<file path="src/rtl/core/minmax_int8_quantizer_top_assert.svh">
// Assertion macros for the min/max int8 quantiser
`ifndef MINMAX_INT8_QUANTIZER_TOP_ASSERT_SVH
`define MINMAX_INT8_QUANTIZER_TOP_ASSERT_SVH

`ifndef NO_ASSERTIONS
`define MMQ_ASSERT_SAME(label, clock, reset, ante, cons) \
  label: assert property (@(posedge clock) disable iff (reset) (ante) |-> (cons)) \
    else $error("assertion failed");
`define MMQ_ASSERT_NEXT(label, clock, reset, ante, cons) \
  label: assert property (@(posedge clock) disable iff (reset) (ante) |=> (cons)) \
    else $error("assertion failed");
`else
`define MMQ_ASSERT_SAME(label, clock, reset, ante, cons)
`define MMQ_ASSERT_NEXT(label, clock, reset, ante, cons)
`endif

`endif

</file>
<file path="src/rtl/core/mmq_pkg.sv">
// Shared types and constants of the min/max int8 quantiser
package mmq_pkg;

  localparam int BUFFER_DEPTH = 1024;
  localparam int SAMPLE_BITS  = 16;
  localparam int ADDR_BITS    = $clog2(BUFFER_DEPTH);
  localparam int COUNT_BITS   = $clog2(BUFFER_DEPTH + 1);
  localparam int CODE_BITS    = 8;
  localparam int CODE_MAX     = (1 << CODE_BITS) - 1;
  localparam int CODE_SCALE2  = 2 * CODE_MAX;
  localparam int NUM_BITS     = SAMPLE_BITS + CODE_BITS + 1;
  localparam int STEP_BITS    = $clog2(CODE_BITS);

  localparam logic ACT_LOAD  = 1'b0;
  localparam logic ACT_DRAIN = 1'b1;

  typedef struct packed {
    logic                          action;
    logic signed [SAMPLE_BITS-1:0] sample;
  } in_t;

  typedef struct packed {
    logic [CODE_BITS-1:0]          code;
    logic signed [SAMPLE_BITS-1:0] set_minimum;
    logic [SAMPLE_BITS-1:0]        set_span;
    logic                          final_code;
    logic                          samples_dropped;
  } out_t;

  typedef struct packed {
    logic load;
    logic drain;
    logic prep;
    logic div_step;
    logic finish;
  } cmd_t;

  typedef struct packed {
    logic pending;
    logic div_last;
    logic out_full;
  } status_t;

endpackage

</file>
<file path="src/rtl/core/mmq_ctrl.sv">
// Controller state machine of the min/max int8 quantiser
`include "minmax_int8_quantizer_top_assert.svh"

module mmq_ctrl (
  input  logic             clk,
  input  logic             rst,
  input  logic             item_valid,
  input  logic             action,
  output logic             item_ready,
  input  mmq_pkg::status_t status,
  output mmq_pkg::cmd_t    cmd
);

  typedef enum logic [4:0] {
    S_IDLE = 5'b00001,
    S_READ = 5'b00010,
    S_DIV  = 5'b00100,
    S_DONE = 5'b01000,
    S_HOLD = 5'b10000
  } state_t;

  state_t state, state_next;
  logic   accept;

  assign item_ready = (state == S_IDLE);
  assign accept     = item_valid && item_ready;

  always_comb begin
    state_next = state;
    cmd        = '0;
    case (state)
      S_IDLE: begin
        if (accept && action == mmq_pkg::ACT_LOAD) begin
          cmd.load = 1'b1;
        end else if (accept && action == mmq_pkg::ACT_DRAIN && status.pending) begin
          cmd.drain  = 1'b1;
          state_next = S_READ;
        end
      end
      S_READ: begin
        cmd.prep   = 1'b1;
        state_next = S_DIV;
      end
      S_DIV: begin
        cmd.div_step = 1'b1;
        if (status.div_last) begin
          state_next = S_DONE;
        end
      end
      S_DONE: begin
        if (!status.out_full) begin
          cmd.finish = 1'b1;
          state_next = S_IDLE;
        end else begin
          state_next = S_HOLD;
        end
      end
      S_HOLD: begin
        if (!status.out_full) begin
          cmd.finish = 1'b1;
          state_next = S_IDLE;
        end
      end
      default: begin
        state_next = S_IDLE;
      end
    endcase
  end

  always_ff @(posedge clk) begin
    if (rst) begin
      state <= S_IDLE;
    end else begin
      state <= state_next;
    end
  end

  `MMQ_ASSERT_NEXT(a_div_to_done, clk, rst, state == S_DIV && status.div_last, state == S_DONE)
  `MMQ_ASSERT_SAME(a_finish_free, clk, rst, cmd.finish, !status.out_full)
  `MMQ_ASSERT_NEXT(a_drain_reads, clk, rst, cmd.drain, state == S_READ && !item_ready)

endmodule

</file>
<file path="config.mk">
export PLATFORM = sky130hd
export DESIGN_NAME = mmq_ctrl
export DESIGN_NICKNAME = d
export VERILOG_FILES = /design/src/rtl/core/mmq_pkg.sv /design/src/rtl/core/mmq_ctrl.sv
export VERILOG_INCLUDE_DIRS = /design/src /design/src/rtl/core
export SDC_FILE = /design/constraint.sdc
export NUM_CORES = 1
export LEC_CHECK = 0
export BUFFER_PORTS_ARGS = -buffer_cell sky130_fd_sc_hd__buf_2
export CAP_MARGIN = 25
export CORE_AREA = 2 2 39 41
export CTS_CLUSTER_DIAMETER = 80
export DETAILED_ROUTE_END_ITERATION = 12
export DIE_AREA = 0 0 41 43
export PLACE_DENSITY = 0.49
export SYNTH_ARGS = -nofsm -noshare
export SYNTH_HDL_FRONTEND = slang
export SYNTH_SLANG_ARGS = --single-unit
</file>
<file path="constraint.sdc">
create_clock -name clk -period 1.6 [get_ports clk]
set_input_delay 0.16 -clock clk [delete_from_list [all_inputs] [get_ports clk]]
set_output_delay 0.16 -clock clk [all_outputs]
set_load 0.01 [all_outputs]
</file>
## Word-level counts from Yosys, hierarchy flattened

Cells that the tools add are included.

- Bitwise gates (word level): 1
- Reduce and logical (&&, ||, !) cells: 6
- Muxes and demuxes: 14
- Eq/ne operators: 9

Operators with widths:

| kind | count |
|---|---|
| two-way mux 5 bit | 5 |
| case mux 5 bit (5 select lines) | 1 |
| two-way mux 1 bit | 7 |
| inequality test 2 bit, second input constant | 3 |
| == test 5 x 1 -> 1 bit, second input constant | 1 |
| == test 5 x 2 -> 1 bit, second input constant | 1 |
| == test 5 x 3 -> 1 bit, second input constant | 1 |
| == test 5 x 4 -> 1 bit, second input constant | 1 |
| == test 5 bit, second input constant | 1 |
| logical AND 1 bit | 4 |
| AND reduction 4 bit | 1 |
| two-way mux 2 bit | 1 |
| inequality test 2 x 1 -> 1 bit, second input constant | 1 |
| OR reduction 2 bit | 1 |
| inverter 1 bit | 1 |

- Flip-flop bits (word level): 5
- Logic and storage cells: 31
- Output and inout port bits: 6
- Input bits: 7

## Logic depth before layout (Yosys ltp)

- Word-level depth: 7
- Depth in mapped cells: 5
- Gate-level depth less buffers: 4

## Least setup slack after synthesis

Ideal clock, no wire load.

- Path type: register to output
- From: reg state[1]
- To: out cmd[0] in the netlist's numbering
- Path buffers: 1
- Stages on the path, launching flop included: 4
- Setup slack: 0.301 ns
- Data arrival time: 1.139 ns
- Required time: 1.440 ns
- Cell sequence: dfxtp_1 -> buf_2 -> or4_4 -> nor2_1

RTL lines:

| element | RTL line | source |
|---|---|---|
| start: declaration | mmq_ctrl.sv:22 | `state_t state, state_next;` |
| start signal: assignment | mmq_ctrl.sv:74 | `state <= state_next;` |
| end: declaration | mmq_ctrl.sv:11 | `output mmq_pkg::cmd_t cmd` |

==> metrics.cfg <==
[outcome]
outcome = complete, no violations

[global_route]
track_usage_pct = 9.25
grt_pass1_vias = 246
grt_pass1_wl_mm = 1.06
overflow = 0
grt_antenna_before_repair = 0
grt_max_degree = 11

[placement]
portBuffers = 12
dp.cells = 62
dp_hpwl_um = 507
gp_congestion = 0.671
place_area_um2 = 383

[clock_network]
insertion_delay_ns = 0.24
cts_root_buffer = clkbuf_4
hold_buffers = 0
cts_buffers = 3
cts_tree = yes
path_clk_slew_ns = 0.05
post_cts_resized = 1
cts-htree-levels = 1
cts.sinks = 5
clk_path_buf_depth = 2
post_cts_buffers = 0

[flow_run]
cap_viol_max_count = 0

[critical_path]
worstSetupStartpointType = flip-flop
cp.required_ns = 1.44
rr_worst_depth = 3
criticalPathCategory = flip-flop to primary output
cp.arrival_ns = 1.38
crit_fanout = 9
worstSetupEndpointType = primary output

[power]
p_sw_uw = 83.2
power_density_nw_per_um2 = 759
seqPwrFrac_pct = 40.5
ir_drop_mv = 0.241
clockPowerShare_pct = 46.8
combPwrFrac_pct = 12.7
p_total_uw = 326
p_int_uw = 243
sw_frac_of_total_pct = 25.5
p_leak_nw = 0.179

[final_layout]
antenna_cells = 0
final_cell_mix = 12 x buf_2, 5 x nor3b_1, 4 x nor2_1, 4 x dfxtp_2, 3 x clkbuf_4
largest_reg_flops = 5
layout_commonest_cell = buf_2
nets = 58
syn_to_final_growth_pct = 37.2
design_area_um2 = 429
reg_top3 = state: 5 flops
top_register = state
finalNonFillerCells = 66
drive_gt1_share_pct = 48.0

[route]
route.antenna.remaining_nets = 0
vias = 310
first_pass_iters = 2
drt_wl_total_um = 725
via_per_inst = 4.70
wl_per_cell_um = 11.0
drtIter0Drc = 6
drc = 0

[timing]
slew-limit-headroom_pct = 82.7
tns_ns = 0
hold_viol_final = 0
finalClockSkew_ns = 0.00423
fin_crit_sh_pct = 96.4
setup_violations = 0
slew_violations = 0
rsz0062_at_grt = false
period_needed_ns = 1.54
fmax_ghz = 0.648
worst_pin_slew_ns = 0.256

[yosys]
synth_area_leaders = dfxtp_1 32%, nor3b_1 14%, nor4bb_1 6.4%
yosys.area.top_type = dfxtp_1
yosysWarnings = 0
synth_top_area_share_pct = 32.0
ys_seq_area_share_pct = 32.0
syn_inst = 36
syn_nets = 43
netlist_area_um2 = 313
avgSynthCellArea_um2 = 8.69
ys_types = 20
ys_seq_elements = 5

[die]
die-height_um = 43
core_area_um2 = 1380
row_count = 14
io_pins = 13
dieArea_um2 = 1760
fp.dieW_um = 41
start_util_pct = 22.6

[min_path]
holdCritPathClass = primary input to flip-flop
min_path_cells = 2

==> power groups by stage <==
stage,sequential [mW],clock [mW],combinational [mW]
finish,0.132,0.153,0.0413
global placement,0.135,0,0.0397
detailed placement,0.135,0,0.0391
floorplan,0.132,0,0.0232
global route,0.132,0.169,0.0454
CTS,0.132,0.157,0.0392
==> worst paths after layout <==
kind,start,to,slack [ns]
max,state[1]$_SDFFE_PP0P_,cmd[0],0.06
min,rst,state[4]$_SDFFE_PP0P_,0.15
max reg2reg,state[2]$_SDFFE_PP0P_,state[0]$_SDFFE_PP1P_,0.38
min reg2reg,state[0]$_SDFFE_PP1P_,state[4]$_SDFFE_PP0P_,0.59
==> per-layer routing <==
metal | track usage (%) | wire (um) | vias up
met5 | 0 | 0 | -
met4 | 4.00 | 0 | 0
met3 | 6.28 | 54 | 0
met2 | 10.3 | 307 | 9
met1 | 13.2 | 362 | 138
li1 | - | - | 163
==> final cells by class <==
cell class	instances	area, um^2
Fill cell	153	955
Multi-Input combinational cell	27	206
Sequential cell	5	109
Timing Repair Buffer	12	60.1
Clock buffer	4	26.3
Tap cell	16	20.0
Inverter	2	7.51
==> synth_stat cells <==
cell type  instances
buf_2              1
o31ai_1            2
or3_1              1
and3b_1            1
or4_4              1
clkbuf_2           1
nor3_1             2
dfxtp_1            5
a21oi_1            1
nor4b_1            1
nor3b_2            1
inv_1              2
nand2_1            1
a221o_1            1
nor2_1             4
nor3_2             1
nor3b_1            6
nor4bb_1           2
xnor2_1            1
nand3_1            1
==> through the flow <==
| step | setup slack, ns | hold slack (ns) | util (%) |
|---|---|---|---|
| floorplan | 0.301 | 0.229 | - |
| global placement | 0.267 | 0.420 | 27.7 |
| detailed placement | 0.270 | 0.419 | 27.7 |
| CTS | 0.0122 | 0.157 | 29.7 |
| global route | 0.000912 | 0.152 | 31.0 |
| finish | 0.0575 | 0.153 | 31.0 |
==> cell families (layout without fill, tap and decap cells) <==
family	Yosys count	count (layout)	synth area share, %
XOR/XNOR	1	1	2.80
AND/OR/NAND/NOR	22	22	50.0
flip-flops	5	5	32.0
AO/OA/AOI/OAI	4	4	9.60
buffers and inverters	4	18	5.60
==> critical path: stages (launching register included) <==
cell,delay (ns)
dfxtp_4,0.37
or4_4,0.55
nor2_1,0.09
buf_2,0.13
(Power assumes the default switching activity.)
